## config.mk

```make
export PLATFORM = sky130hd
export DESIGN_NAME = spfa_front
export DESIGN_NICKNAME = d
export VERILOG_FILES = /design/src/rtl/spfa_pkg.sv /design/src/rtl/spfa_front.sv
export SDC_FILE = /design/constraint.sdc
export NUM_CORES = 1
export LEC_CHECK = 0
export ABC_AREA = 1
export CAP_MARGIN = 20
export CORE_AREA = 2 2 246 127
export CTS_CLUSTER_DIAMETER = 100
export DETAILED_ROUTE_END_ITERATION = 7
export DIE_AREA = 0 0 248 129
export DONT_BUFFER_PORTS = 1
export PLACE_DENSITY = 0.7
export SETUP_SLACK_MARGIN = 0.4
export SKIP_CTS_REPAIR_TIMING = 1
export SYNTH_ARGS = -nofsm -noshare
export SYNTH_HDL_FRONTEND = slang
export SYNTH_SLANG_ARGS = --single-unit
```

## constraint.sdc

```tcl
create_clock -name clk -period 10.4 [get_ports clk]
set_clock_uncertainty 0.15 [all_clocks]
set_input_delay 2.6 -clock clk [delete_from_list [all_inputs] [get_ports clk]]
set_output_delay 2.6 -clock clk [all_outputs]
set_load 0.02 [all_outputs]
```

## src/rtl/spfa_pkg.sv

```systemverilog
// Shared types and constants of the SPH pressure force accumulator.
package spfa_pkg;

	localparam int FRAC_BITS_DEF = 16;
	localparam int QUEUE_DEPTH   = 2;
	localparam int CFG_IDX_W     = 2;

	localparam logic [CFG_IDX_W-1:0] REG_RADIUS     = 2'd0;
	localparam logic [CFG_IDX_W-1:0] REG_GRAD_SCALE = 2'd1;

	localparam logic [31:0] RADIUS_RESET     = 32'd1048576;
	localparam logic [47:0] GRAD_SCALE_RESET = 48'd80110000;

	localparam logic CMD_CENTER   = 1'b0;
	localparam logic CMD_NEIGHBOR = 1'b1;

	typedef struct packed {
		logic               cmd;
		logic signed [31:0] pos_x;
		logic signed [31:0] pos_y;
		logic signed [31:0] pressure;
		logic [31:0]        density;
		logic [31:0]        mass;
		logic               is_self;
		logic               last;
	} in_item_t;

	typedef struct packed {
		logic signed [31:0] force_x;
		logic signed [31:0] force_y;
	} out_item_t;

	typedef struct packed {
		logic [31:0] radius;
		logic [47:0] grad_scale;
	} cfg_t;

	// One classified transaction as it waits between front and back.
	typedef struct packed {
		logic        center;
		logic        skip;
		logic        last;
		logic        dx_neg;
		logic        dy_neg;
		logic        p_neg;
		logic [31:0] adx;
		logic [31:0] ady;
		logic [31:0] pmag;
		logic [31:0] density;
		logic [31:0] mass;
	} q_entry_t;

endpackage

```

## src/rtl/spfa_front.sv

```systemverilog
// Front end: accepts input transactions, keeps the center particle and classifies neighbors.
module spfa_front import spfa_pkg::*; (
	input  logic     clk,
	input  logic     arst_n,
	input  logic     in_valid,
	output logic     in_ready,
	input  in_item_t in_data,
	input  logic [31:0] radius,
	input  logic     q_full,
	output logic     q_push,
	output q_entry_t q_din
);

	logic signed [31:0] cx_q, cy_q, cp_q;
	logic signed [32:0] dx, dy, psum;
	logic [32:0] adx, ady, pabs;
	logic accept;

	assign in_ready = ~q_full;
	assign accept   = in_valid & ~q_full;
	assign q_push   = accept;

	always_comb begin
		dx   = {cx_q[31], cx_q} - {in_data.pos_x[31], in_data.pos_x};
		dy   = {cy_q[31], cy_q} - {in_data.pos_y[31], in_data.pos_y};
		psum = {cp_q[31], cp_q} + {in_data.pressure[31], in_data.pressure};
		adx  = dx[32] ? 33'(-dx) : 33'(dx);
		ady  = dy[32] ? 33'(-dy) : 33'(dy);
		pabs = psum[32] ? 33'(-psum) : 33'(psum);
		q_din.center  = (in_data.cmd == CMD_CENTER);
		// Neighbors outside the square of side 2h can never fall inside the kernel.
		q_din.skip    = in_data.is_self | (adx > {1'b0, radius}) | (ady > {1'b0, radius});
		q_din.last    = in_data.last;
		q_din.dx_neg  = dx[32];
		q_din.dy_neg  = dy[32];
		q_din.p_neg   = psum[32];
		q_din.adx     = adx[31:0];
		q_din.ady     = ady[31:0];
		q_din.pmag    = pabs[32:1];
		q_din.density = in_data.density;
		q_din.mass    = in_data.mass;
	end

	always_ff @(posedge clk or negedge arst_n) begin
		if (!arst_n) begin
			cx_q <= '0;
			cy_q <= '0;
			cp_q <= '0;
		end else if (accept && in_data.cmd == CMD_CENTER) begin
			cx_q <= in_data.pos_x;
			cy_q <= in_data.pos_y;
			cp_q <= in_data.pressure;
		end
	end

endmodule

```

==> out/metrics.yaml <==
outcome:
  status: "finished clean"
power:
  p_leak_uw: 0.00961
  ir_drop_mv: 0.157
  p_per_area_nw_per_um2: 227
timing:
  finalHoldViolations: 0
  slew_headroom_pct: 32.1
  slew_viol_final: 0
  post-route-min-period_ns: 9.72
  fin_tns_setup_ns: 0
  rsz0062_at_grt: "false"
  tightestPinTransition_ns: 1.01
  fmax_mhz: 103
  finalSetupViolCount: 0
  fin_crit_sh_pct: 93.4
routing:
  avgViaCountPerCell: 5.71
  antenna_left: 0
  wl_met1_um: 30700
  topRoutingLayerUsed: "met5"
  drt-initial-drc-count: 2266
  dr_wl_met3_um: 11500
  met2_length_um: 19400
  drc: 0
  avgRoutedWirePerCell_um: 20.3
  vias: 17800
  routed_wl_um: 63400
  firstDrtPassIters: 8
logic_synthesis:
  syn_area_per_cell_um2: 5.83
  synth_area_um2: 16200
  syn_nets: 3144
  synth-edff-count: 0
  yosys_warnings: 0
  ys.flop_type: "dfrtp_1"
  ys_async_sr_fraction_pct: 100
  synth-seq-area-share_pct: 14.8
  syn_inst: 2779
  synth.distinct_cells: 48
  ys_seq_elements: 96
floorplan:
  rows: 45
  initial_core_util_pct: 54.4
  core_area_um2: 29800
  ios: 367
  die_h_um: 129
  dieArea_um2: 32000
  die_w_um: 248
placed_design:
  place.port_buffers: 0
  gp_congestion: 1.04
  postPlaceCellArea_um2: 16200
  dp_hpwl_um: 54800
clock_tree:
  clk_pin_slew_ns: 0.08
  cts_buffers: 9
  cts_root_buffer: "clkbuf_16"
  clk-insertion-delay-late_ns: 0.38
  cts_htree_levels: 3
  clk_path_buf_depth: 2
  cts_tree: "built"
  clkSinkCount: 96
global_route:
  grt_max_degree: 97
  overflow: 0
  grt.total_usage_pct: 39.0
  grt_pass1_wl_um: 92100
  grt_pass1_vias: 15300
  antenna_found_initial: 3
cells_and_area:
  final_common_cell: "nand2_1"
  final_util_pct: 55.9
  final_cell_mix: "916 x nand2_1, 512 x inv_1, 231 x nor2_1"
  final_cell_area_um2: 16600
  post_route_cells_drive_above_1_share_pct: 6.40
  areaGrowthSynthToFinish_pct: 2.74
  num-nets-final: 3078
  fillCellCount: 3114
setup_path:
  endpoint_kind: "primary output"
  crit_arrival_ns: 6.97
  path_class: "input port to primary output"
  worstPathRequired_ns: 7.65
  crit_slowest_cell: "nor2_1"
  cp-start-kind: "input port"
  crit_top_cell: "nand2_1"
  max_stage_delay_ns: 0.53
  critical_path.max_fanout: 5
min_path:
  hold_path.class: "register to register"
flow_run:
  max_cap_violations: 0
[synth_stat cells (4+ instances only)]
library cell | n | share of area (%)
nand2_2 | 31 | 1.2
nand2_4 | 4 | 0.28
xor2_1 | 58 | 3.1
nor2_1 | 231 | 5.4
o21ai_0 | 117 | 3.6
o21a_1 | 5 | 0.23
buf_1 | 4 | 0.093
clkbuf_1 | 14 | 0.32
a21oi_2 | 6 | 0.32
nand3_2 | 14 | 0.86
inv_1 | 512 | 12
nor4_1 | 4 | 0.15
buf_4 | 67 | 3.1
nand3_1 | 176 | 5.4
nor2_4 | 4 | 0.28
and2_1 | 8 | 0.31
xnor2_1 | 18 | 0.97
buf_2 | 6 | 0.19
dfrtp_1 | 96 | 15
nand2_1 | 919 | 21
nand3b_1 | 14 | 0.65
nand4_1 | 61 | 2.4
o21bai_1 | 9 | 0.42
o21ai_1 | 8 | 0.25
mux2_2 | 32 | 2.2
nor3_1 | 29 | 0.90
xnor2_2 | 6 | 0.60
a21oi_1 | 123 | 3.8
nor2_2 | 14 | 0.54
ha_1 | 163 | 13
[layer usage]
metal | up-vias | GRT usage [%]
met4 | 4 | 10.9
met5 | - | 0
met2 | 1071 | 41.2
li1 | 8533 | -
met1 | 8108 | 61.2
met3 | 104 | 22.0
[flip-flops by register name, indices dropped and copies added, names as in the netlist]
signal and count:
cp_q 32, cx_q 32, cy_q 32
[area by class of cell]
class                           instances  area [um2]  area share [%]
Multi-Input combinational cell       2075       11400            68.3
Sequential cell                        96        2400            14.4
Inverter                              515        1930            11.6
Tap cell                              399         499            3.00
Clock buffer                            9         225            1.35
Timing Repair Buffer                   16         124           0.744
Clock inverter                          7        86.3           0.519
Antenna cell                            2        5.00          0.0301
[logic make-up after synthesis]
group / Yosys count / share of synthesized area, %
fa+ha+maj: 166 / 13.0
flops: 96 / 14.8
xor+xnor: 83 / 4.88
mux: 32 / 2.22
compound gates: 278 / 9.22
buf+inv: 608 / 15.8
simple gates: 1516 / 40.1
[where the power goes]
| group | switching [uW] | leakage, uW | internal [uW] |
|---|---|---|---|
| sequential | 39.0 | 0.00117 | 436 |
| clock | 198 | 0.000150 | 173 |
| combinational | 2130 | 0.00828 | 796 |
| total | 2370 | 0.00961 | 1400 |
[critical path: cells and delay by family]
| kind | cells | cell delay (ns) |
|---|---|---|
| AOI/OAI and AO/OA | 1 | 0.13 |
| adders and majority gates | 2 | 0.61 |
| buffers and inverters | 4 | 0.34 |
| and+or+nand+nor | 22 | 3.15 |
| xor gates and xnor gates | 1 | 0.12 |
[worst paths after layout]
| check | from | endpoint | slack, ns | cells after the start |
|---|---|---|---|---|
| worst min register to register | cx_q[15]$_DFFE_PN0P_ | cx_q[15]$_DFFE_PN0P_ | 0.35 | 2 |
| min in group asynchronous | arst_n | cp_q[0]$_DFFE_PN0P_ | 1.75 | 0 |
| max in group asynchronous | arst_n | cx_q[6]$_DFFE_PN0P_ | 8.18 | 0 |
| worst max register to register | cp_q[29]$_DFFE_PN0P_ | cp_q[29]$_DFFE_PN0P_ | 9.43 | 1 |
| worst min-delay path | cx_q[15]$_DFFE_PN0P_ | cx_q[15]$_DFFE_PN0P_ | 0.35 | 2 |
| worst max-delay path | in_data[141] | q_din[164] | 0.68 | 30 |
[per-stage QoR]
step	instances	power (uW)	hold slack, ns	worst slack, ns
2_1_floorplan	2779	2520	0.307	1.47
3_3_place_gp	3101	3200	0.321	0.600
3_5_place_dp	3101	3250	0.327	0.577
4_1_cts	3117	3630	0.348	0.557
5_1_grt	3118	4030	0.364	0.388
6_report	3119	3780	0.346	0.682
(Power assumes the default switching activity.)
