$ cat config.mk
export PLATFORM = sky130hd
export DESIGN_NAME = spfa_queue
export DESIGN_NICKNAME = d
export VERILOG_FILES = /design/src/rtl/spfa_pkg.sv /design/src/rtl/spfa_queue.sv
export SDC_FILE = /design/constraint.sdc
export NUM_CORES = 1
export LEC_CHECK = 0
export ABC_AREA = 1
export BUFFER_PORTS_ARGS = -buffer_cell sky130_fd_sc_hd__buf_2
export CAP_MARGIN = 5
export CORE_MARGIN = 3
export CORE_UTILIZATION = 52
export CTS_CLUSTER_SIZE = 8
export DETAILED_ROUTE_END_ITERATION = 7
export PLACE_DENSITY = 0.87
export SETUP_SLACK_MARGIN = 0.1
export SYNTH_ARGS = -nofsm -noshare
export SYNTH_HDL_FRONTEND = slang
export SYNTH_SLANG_ARGS = --single-unit
$ cat constraint.sdc
create_clock -name clk -period 10.26 [get_ports clk]
set_input_delay 1.539 -clock clk [delete_from_list [all_inputs] [get_ports clk]]
set_output_delay 1.539 -clock clk [all_outputs]
set_load 0.02 [all_outputs]
$ cat src/rtl/spfa_pkg.sv
// Shared types and constants of the SPH pressure force accumulator.
package spfa_pkg;

	localparam int FRAC_BITS_DEF = 16;
	localparam int QUEUE_DEPTH   = 2;
	localparam int CFG_IDX_W     = 2;

	localparam logic [CFG_IDX_W-1:0] REG_RADIUS     = 2'd0;
	localparam logic [CFG_IDX_W-1:0] REG_GRAD_SCALE = 2'd1;

	localparam logic [31:0] RADIUS_RESET     = 32'd1048576;
	localparam logic [47:0] GRAD_SCALE_RESET = 48'd80110000;

	localparam logic CMD_CENTER   = 1'b0;
	localparam logic CMD_NEIGHBOR = 1'b1;

	typedef struct packed {
		logic               cmd;
		logic signed [31:0] pos_x;
		logic signed [31:0] pos_y;
		logic signed [31:0] pressure;
		logic [31:0]        density;
		logic [31:0]        mass;
		logic               is_self;
		logic               last;
	} in_item_t;

	typedef struct packed {
		logic signed [31:0] force_x;
		logic signed [31:0] force_y;
	} out_item_t;

	typedef struct packed {
		logic [31:0] radius;
		logic [47:0] grad_scale;
	} cfg_t;

	// One classified transaction as it waits between front and back.
	typedef struct packed {
		logic        center;
		logic        skip;
		logic        last;
		logic        dx_neg;
		logic        dy_neg;
		logic        p_neg;
		logic [31:0] adx;
		logic [31:0] ady;
		logic [31:0] pmag;
		logic [31:0] density;
		logic [31:0] mass;
	} q_entry_t;

endpackage

$ cat src/rtl/spfa_queue.sv
// Short queue of classified transactions between front and back.
module spfa_queue import spfa_pkg::*; (
	input  logic     clk,
	input  logic     arst_n,
	input  logic     push,
	input  q_entry_t din,
	output logic     full,
	input  logic     pop,
	output logic     nonempty,
	output q_entry_t dout
);

	localparam int AW = (QUEUE_DEPTH > 1) ? $clog2(QUEUE_DEPTH) : 1;
	localparam int CW = $clog2(QUEUE_DEPTH + 1);

	q_entry_t mem_q [QUEUE_DEPTH];
	logic [AW-1:0] wr_q, rd_q;
	logic [CW-1:0] cnt_q;

	assign full     = (cnt_q == CW'(QUEUE_DEPTH));
	assign nonempty = (cnt_q != '0);
	assign dout     = mem_q[rd_q];

	always_ff @(posedge clk) begin
		if (push) begin
			mem_q[wr_q] <= din;
		end
	end

	always_ff @(posedge clk or negedge arst_n) begin
		if (!arst_n) begin
			wr_q  <= '0;
			rd_q  <= '0;
			cnt_q <= '0;
		end else begin
			if (push) begin
				wr_q <= (wr_q == AW'(QUEUE_DEPTH - 1)) ? '0 : wr_q + 1'b1;
			end
			if (pop) begin
				rd_q <= (rd_q == AW'(QUEUE_DEPTH - 1)) ? '0 : rd_q + 1'b1;
			end
			if (push && !pop) begin
				cnt_q <= cnt_q + 1'b1;
			end else if (pop && !push) begin
				cnt_q <= cnt_q - 1'b1;
			end
		end
	end

endmodule

==> summary.txt, run 1 <==
Status
  – Status: finished, final reports clean

STA
  – Slew headroom: 28.1%
  – Setup TNS Final: 0 ns
  – Setup Viol. Count Final: 0
  – Fmax: 208 MHz
  – Actual slew at the worst max-slew pin: 1.08 ns
  – Final period util: 46.9%
  – Fin. max-slew vios: 0
  – Final Critical Period: 4.81 ns
  – RSZ-0062 raised after global routing: no
  – Setup Skew: 0.00983 ns
  – Endpoints failing hold: 0

Logic synthesis
  – Synth unique cells: 14
  – Ys Warns: 0
  – Mapped Avg Cell Area: 23.5 um2
  – Post-Syn Instances: 542
  – Synth Register Bits: 336
  – Cell Area, Synth: 12700 um2
  – Sequential fraction of the synthesis area: 79.1%
  – Syn Nets: 713

Drt
  – First-pass detailed-route iteration total: 5
  – Vias: 6397
  – Wire per inst: 20.8 um
  – DR iter-0 viols: 420
  – WL final: 26100 um
  – Drt drc: 0
  – Remaining antenna violation count after routing: 0
  – Vias per cell: 5.11

GRT
  – Initial antenna violation count: 9
  – Gr ovfl total: 0
  – Largest net degree at the start of global routing: 96
  – First-pass GRT wire length: 38500 um
  – GRT Overall Usage: 19.2%
  – Number of global-route vias before repair: 6810

Setup path
  – Arr. time, crit path: 3.27 ns
  – Reg-to-reg endpoint: mem_q[1][35]$_DFFE_PP_
  – CP Max Fanout: 46
  – CP startpoint: rd_q$_DFFE_PN0P_
  – CP Launch Type: flop
  – Critical Path End Type: primary output
  – CP required: 8.72 ns
  – FF-to-FF Start: wr_q$_DFFE_PN0P_
  – Critical path class: flop to primary output
  – Worst Reg2Reg Path Length in Cells: 3
  – Reg2reg setup slack: 7.73 ns
  – End of the critical path: dout[95]

Power and ir drop
  – Static Leakage: 6.42 nW
  – Pwr dens: 301 nW/um2
  – Peak supply drop: 0.217 mV

Floorplan
  – Die H: 162 um
  – Starting Density: 53.6%
  – CORE AREA: 23800 um2
  – Rows: 56
  – Die area: 26400 um2
  – I/O pin total: 338
  – Die width: 162 um

Final layout
  – Share of post-route cells with drive strength above 1: 60.6%
  – Area occupied by registers: 10100 um2
  – Most common cell after layout, fill and taps aside: buf_2
  – Most frequent cells in the layout: buf_2, edfxtp_1, mux2_4
  – Multi-input logic area: 2440 um2
  – FILL cells: 1534
  – Layout Nets: 1087
  – Area grow syn2layout: 25.5%
  – Fin util: 67.3%

Clock network
  – Root Buffer: clkbuf_16
  – Post-CTS setup buffers: 0
  – Cts repair resizes: 0
  – CTS tree: done
  – CTS Buf Count: 48
  – Clk_lat worst skew: 0.51 ns
  – Clock transition at path regs: 0.05 ns
  – Hold buffer count at cts: 0
  – H-tree depth: 2
  – CTS Sinks: 336
  – Clk buf depth: 3

Placed design
  – Hpwl dp: 17200 um
  – GPL Wtd Cong: 0.810
  – I/O Buffers: 337

Worst hold path
  – Worst Hold Class: flop to flop
  – Cell depth of the worst min-delay path: 2

Run
  – Max-cap viol count: 0
-- routing by layer --
metal  up-vias  wire length [um]  track usage (%)
li1       2894                 -                -
met1      3120              9480             22.0
met2       312             13800             34.0
met3        63              2070             5.85
met4         8               694             7.44
met5         -                54                0
-- worst max-delay path, stage by stage (launching register included) --
cell     delay [ns]
dfrtp_4        0.73
buf_4          0.67
buf_4          0.72
mux2_4         0.35
buf_2          0.16
-- how the worst min path moves through the flow --
stage	slack (ns)	start	endpoint
after floorplan	0.44	cnt_q[1]$_DFFE_PN0P_	cnt_q[1]$_DFFE_PN0P_
after global placement	0.45	cnt_q[1]$_DFFE_PN0P_	cnt_q[1]$_DFFE_PN0P_
after detailed placement	0.48	cnt_q[1]$_DFFE_PN0P_	cnt_q[1]$_DFFE_PN0P_
after CTS	0.53	cnt_q[1]$_DFFE_PN0P_	cnt_q[1]$_DFFE_PN0P_
after global routing	0.56	cnt_q[1]$_DFFE_PN0P_	cnt_q[1]$_DFFE_PN0P_
final	0.53	cnt_q[1]$_DFFE_PN0P_	cnt_q[1]$_DFFE_PN0P_
-- final cells by class --
cell class                      instances  share of cell area [%]
Sequential cell                       336                    63.1
Inverter                                7                   0.196
Clock inverter                          2                  0.0705
Tap cell                              319                    2.50
Timing Repair Buffer                  343                    10.8
Multi-Input combinational cell        180                    15.3
Clock buffer                           60                    7.93
Antenna cell                            6                  0.0940
-- stage by stage --
| stage | hold WS (ns) | power [W] | cell area [um2] | setup WS [ns] | instances |
|---|---|---|---|---|---|
| floorplan | 0.442 | 0.00314 | 12700 | 1.04 | 542 |
| global placement | 0.453 | 0.00346 | 14700 | 6.05 | 1185 |
| detailed placement | 0.479 | 0.00350 | 14700 | 5.98 | 1185 |
| CTS | 0.528 | 0.00486 | 16000 | 5.43 | 1247 |
| global route | 0.559 | 0.00501 | 16000 | 5.30 | 1252 |
| finish | 0.528 | 0.00481 | 16000 | 5.45 | 1253 |
-- where the power goes --
part / switching [W] / internal, W / total (W)
clock network: 0.000497 / 0.000845 / 0.00134
registers: 0.000102 / 0.00183 / 0.00193
logic: 0.000877 / 0.000661 / 0.00154
total: 0.00148 / 0.00334 / 0.00481
-- sequential cells by signal, indices dropped and copies added, names as in the netlist --
register  count
cnt_q         2
mem_q       332
wr_q          1
rd_q          1
-- cells in the mapped netlist (all sizes together) --
cell | number | area (um2)
edfxtp | 332 | 9970
xor2 | 2 | 17.5
dfrtp | 4 | 100
inv | 7 | 26.3
nand2 | 6 | 22.5
xnor2 | 1 | 8.76
nand3 | 1 | 5.00
mux2 | 166 | 2360
ha | 1 | 12.5
nor2 | 2 | 7.51
buf | 19 | 195
nand4 | 1 | 6.26
-- cells by family (layout without fill, tap and decap cells) --
kind of cell | Yosys count | count (layout) | share of synthesized area (%)
muxes | 166 | 166 | 18.5
other | 0 | 6 | 0
adders and majority gates | 1 | 1 | 0.0983
xor gates and xnor gates | 3 | 3 | 0.206
buffers and inverters | 26 | 412 | 1.74
and+or+nand+nor | 10 | 10 | 0.324
DFF | 336 | 336 | 79.1
Note: power is estimated with default switching activity, not from simulation.
==> run 2: changes to the inputs <==
--- a/config.mk
+++ b/config.mk
@@ -5,14 +5,14 @@
 export SDC_FILE = /design/constraint.sdc
 export NUM_CORES = 1
 export LEC_CHECK = 0
-export ABC_AREA = 1
+export ABC_AREA = 0
 export BUFFER_PORTS_ARGS = -buffer_cell sky130_fd_sc_hd__buf_2
 export CAP_MARGIN = 5
 export CORE_MARGIN = 3
-export CORE_UTILIZATION = 52
+export CORE_UTILIZATION = 47
 export CTS_CLUSTER_SIZE = 8
 export DETAILED_ROUTE_END_ITERATION = 7
-export PLACE_DENSITY = 0.87
+export PLACE_DENSITY = 0.83
 export SETUP_SLACK_MARGIN = 0.1
 export SYNTH_ARGS = -nofsm -noshare
 export SYNTH_HDL_FRONTEND = slang
==> constraint.sdc (replaced) <==
create_clock -name clk -period 4 [get_ports clk]
set_input_delay 0.6 -clock clk [delete_from_list [all_inputs] [get_ports clk]]
set_output_delay 0.6 -clock clk [all_outputs]
set_load 0.02 [all_outputs]
==> summary.txt, run 2 <==
Status
  – Status: finished, final reports clean

STA
  – Setup Viol. Count Final: 0
  – Actual slew at the worst max-slew pin: 1.02 ns
  – Fmax: 328 MHz
  – Slew headroom: 31.6%
  – Setup TNS Final: 0 ns
  – Fin. max-slew vios: 0
  – Final period util: 76.2%
  – RSZ-0062 raised after global routing: no
  – Setup WS post-layout: 0.953 ns
  – Setup Skew: 0.0179 ns
  – Endpoints failing hold: 0
  – Final Critical Period: 3.05 ns
  – Min Hold Slack: 0.257 ns

GRT
  – GRT Overall Usage: 16.9%
  – Largest net degree at the start of global routing: 56
  – Number of global-route vias before repair: 6820
  – Gr ovfl total: 0
  – Initial antenna violation count: 7
  – First-pass GRT wire length: 37600 um

Floorplan
  – Die area: 29100 um2
  – CORE AREA: 26400 um2
  – Starting Density: 48.2%
  – Rows: 59
  – Die H: 170 um
  – Die width: 170 um
  – I/O pin total: 338

Setup path
  – Critical path class: flop to primary output
  – Largest stage delay, worst path: 1.02 ns
  – CP Launch Type: flop
  – CP required: 3.40 ns
  – Critical Path End Type: primary output
  – CP Max Fanout: 47
  – Arr. time, crit path: 2.45 ns
  – Crit path cell chain: buf_4 -> mux2_2 -> buf_2
  – Slowest CP cell: dfrtp_4

Clock network
  – Post-CTS setup buffers: 0
  – Clk_lat worst skew: 0.52 ns
  – CTS tree: done
  – CTS Buf Count: 47
  – Clock transition at path regs: 0.05 ns
  – Clk buf depth: 3
  – H-tree depth: 2
  – CTS Sinks: 336
  – Root Buffer: clkbuf_16
  – Cts repair resizes: 0

Final layout
  – FILL cells: 1843
  – Largest regs: mem_q x332, cnt_q x2
  – Share of post-route cells with drive strength above 1: 61.7%
  – Multi-input logic area: 2450 um2
  – Largest register FFs: 332
  – Area occupied by registers: 10100 um2
  – Area grow syn2layout: 27.0%
  – Layout Nets: 1089
  – Final Instance Area: 16100 um2
  – Most frequent cells in the layout: buf_2, edfxtp_1, mux2_4
  – Most flops, register: mem_q
  – Most common cell after layout, fill and taps aside: buf_2

Drt
  – First-pass detailed-route iteration total: 4
  – WL final: 25400 um
  – Met2 wire length: 13300 um
  – DR iter-0 viols: 406
  – Top routing layer in use: met5
  – Vias per cell: 5.08
  – Vias: 6436
  – Remaining antenna violation count after routing: 0
  – M1 WL: 9060 um
  – Drt drc: 0
  – Wire per inst: 20.0 um
  – DR WL met3: 2230 um

Logic synthesis
  – Most common cell in the netlist: edfxtp_1
  – Sequential fraction of the synthesis area: 79.2%
  – Post-synth top area share: 78.4%
  – Syn Nets: 704
  – Synth unique cells: 14
  – Post-synth EDFFs: 332
  – Cell Area, Synth: 12700 um2
  – Top cells by count, synth: edfxtp_1, mux2_4, mux2_2
  – Top FF cell, synth: edfxtp_1
  – Mapped Avg Cell Area: 23.8 um2
  – Area contributors post-synth: edfxtp_1, mux2_4, mux2_2
  – Leading area contributor after synthesis: edfxtp_1
  – Synth Register Bits: 336
  – Ys async rst share: 1.19%
  – Ys Warns: 0
  – Post-Syn Instances: 533

Placed design
  – DP Worst Slack: 1.46 ns
  – GPL Wtd Cong: 0.758
  – Hpwl dp: 17600 um
  – Placed Area: 14900 um2
  – I/O Buffers: 337

Run
  – Max-cap viol count: 0

Power and ir drop
  – Static Leakage: 6.48 nW
  – Peak supply drop: 0.465 mV
  – Pwr dens: 771 nW/um2
  – Total power: 0.0124 W

Worst hold path
  – Worst Hold Class: input pin to flop
[run 2: area by class of cell]
class                   instances  area share (%)
diodes                          3          0.0465
clock buffers                  58            7.54
clock inverters                 3           0.163
inverters                       1          0.0233
multi-input cells             177            15.2
flip-flops and latches        336            62.4
well taps                     335            2.60
repair buffers                355            12.0
[run 2: where the power goes]
group / switching (W) / leakage, nW / internal, W / total (W)
clock network: 0.00127 / 0.606 / 0.00209 / 0.00336
logic: 0.00226 / 2.71 / 0.00183 / 0.00409
registers: 0.000305 / 3.16 / 0.00468 / 0.00498
total: 0.00383 / 6.48 / 0.00860 / 0.0124
[run 2: what timing repair did]
item / 4_1_cts / 5_1_grt
hold buffers: 1 / 0
endpoints found under the hold margin: 4 / 0
endpoints found under the setup margin: 0 / 0
[run 2: kinds of logic (layout without fill, tap and decap cells)]
kind of cell	Yosys count	after routing	synth area share (%)
DFF	336	336	79.2
muxes	166	166	18.5
buffers and inverters	20	417	1.57
xor gates and xnor gates	5	5	0.345
and+or+nand+nor	5	5	0.226
adders and majority gates	1	1	0.0984
other	0	3	0
[run 2: critical path, delay by kind of cell, from the launching register on]
kind | cells | cell delay [ns]
flip-flops | 1 | 1.02
buffers and inverters | 2 | 0.52
multiplexers | 1 | 0.37
[run 2: layer usage]
metal / vias up / GRT usage [%]
li1: 2888 / -
met4: 8 / 6.84
met1: 3179 / 18.7
met5: - / 0
met3: 66 / 5.97
met2: 295 / 29.7
[run 2: metrics by stage]
step / util (%) / instances
4_1_cts: 61.2 / 1265
3_3_place_gp: 56.4 / 1203
2_1_floorplan: - / 533
5_1_grt: 61.2 / 1268
6_report: 61.2 / 1268
3_5_place_dp: 56.4 / 1203
[run 2: path summary, 6_finish.rpt]
check                                          start  cells after the start                 endpoint  slack, ns
worst min-delay path                        din[137]                      1  mem_q[0][137]$_DFFE_PP_       0.26
worst max register to register      wr_q$_DFFE_PN0P_                      2   mem_q[0][77]$_DFFE_PP_       2.03
worst max-delay path                rd_q$_DFFE_PN0P_                      3                dout[164]       0.95
min in group asynchronous                     arst_n                      2         rd_q$_DFFE_PN0P_       0.40
worst min register to register  cnt_q[1]$_DFFE_PN0P_                      1     cnt_q[1]$_DFFE_PN0P_       0.53
max in group asynchronous                     arst_n                      2         rd_q$_DFFE_PN0P_       3.46
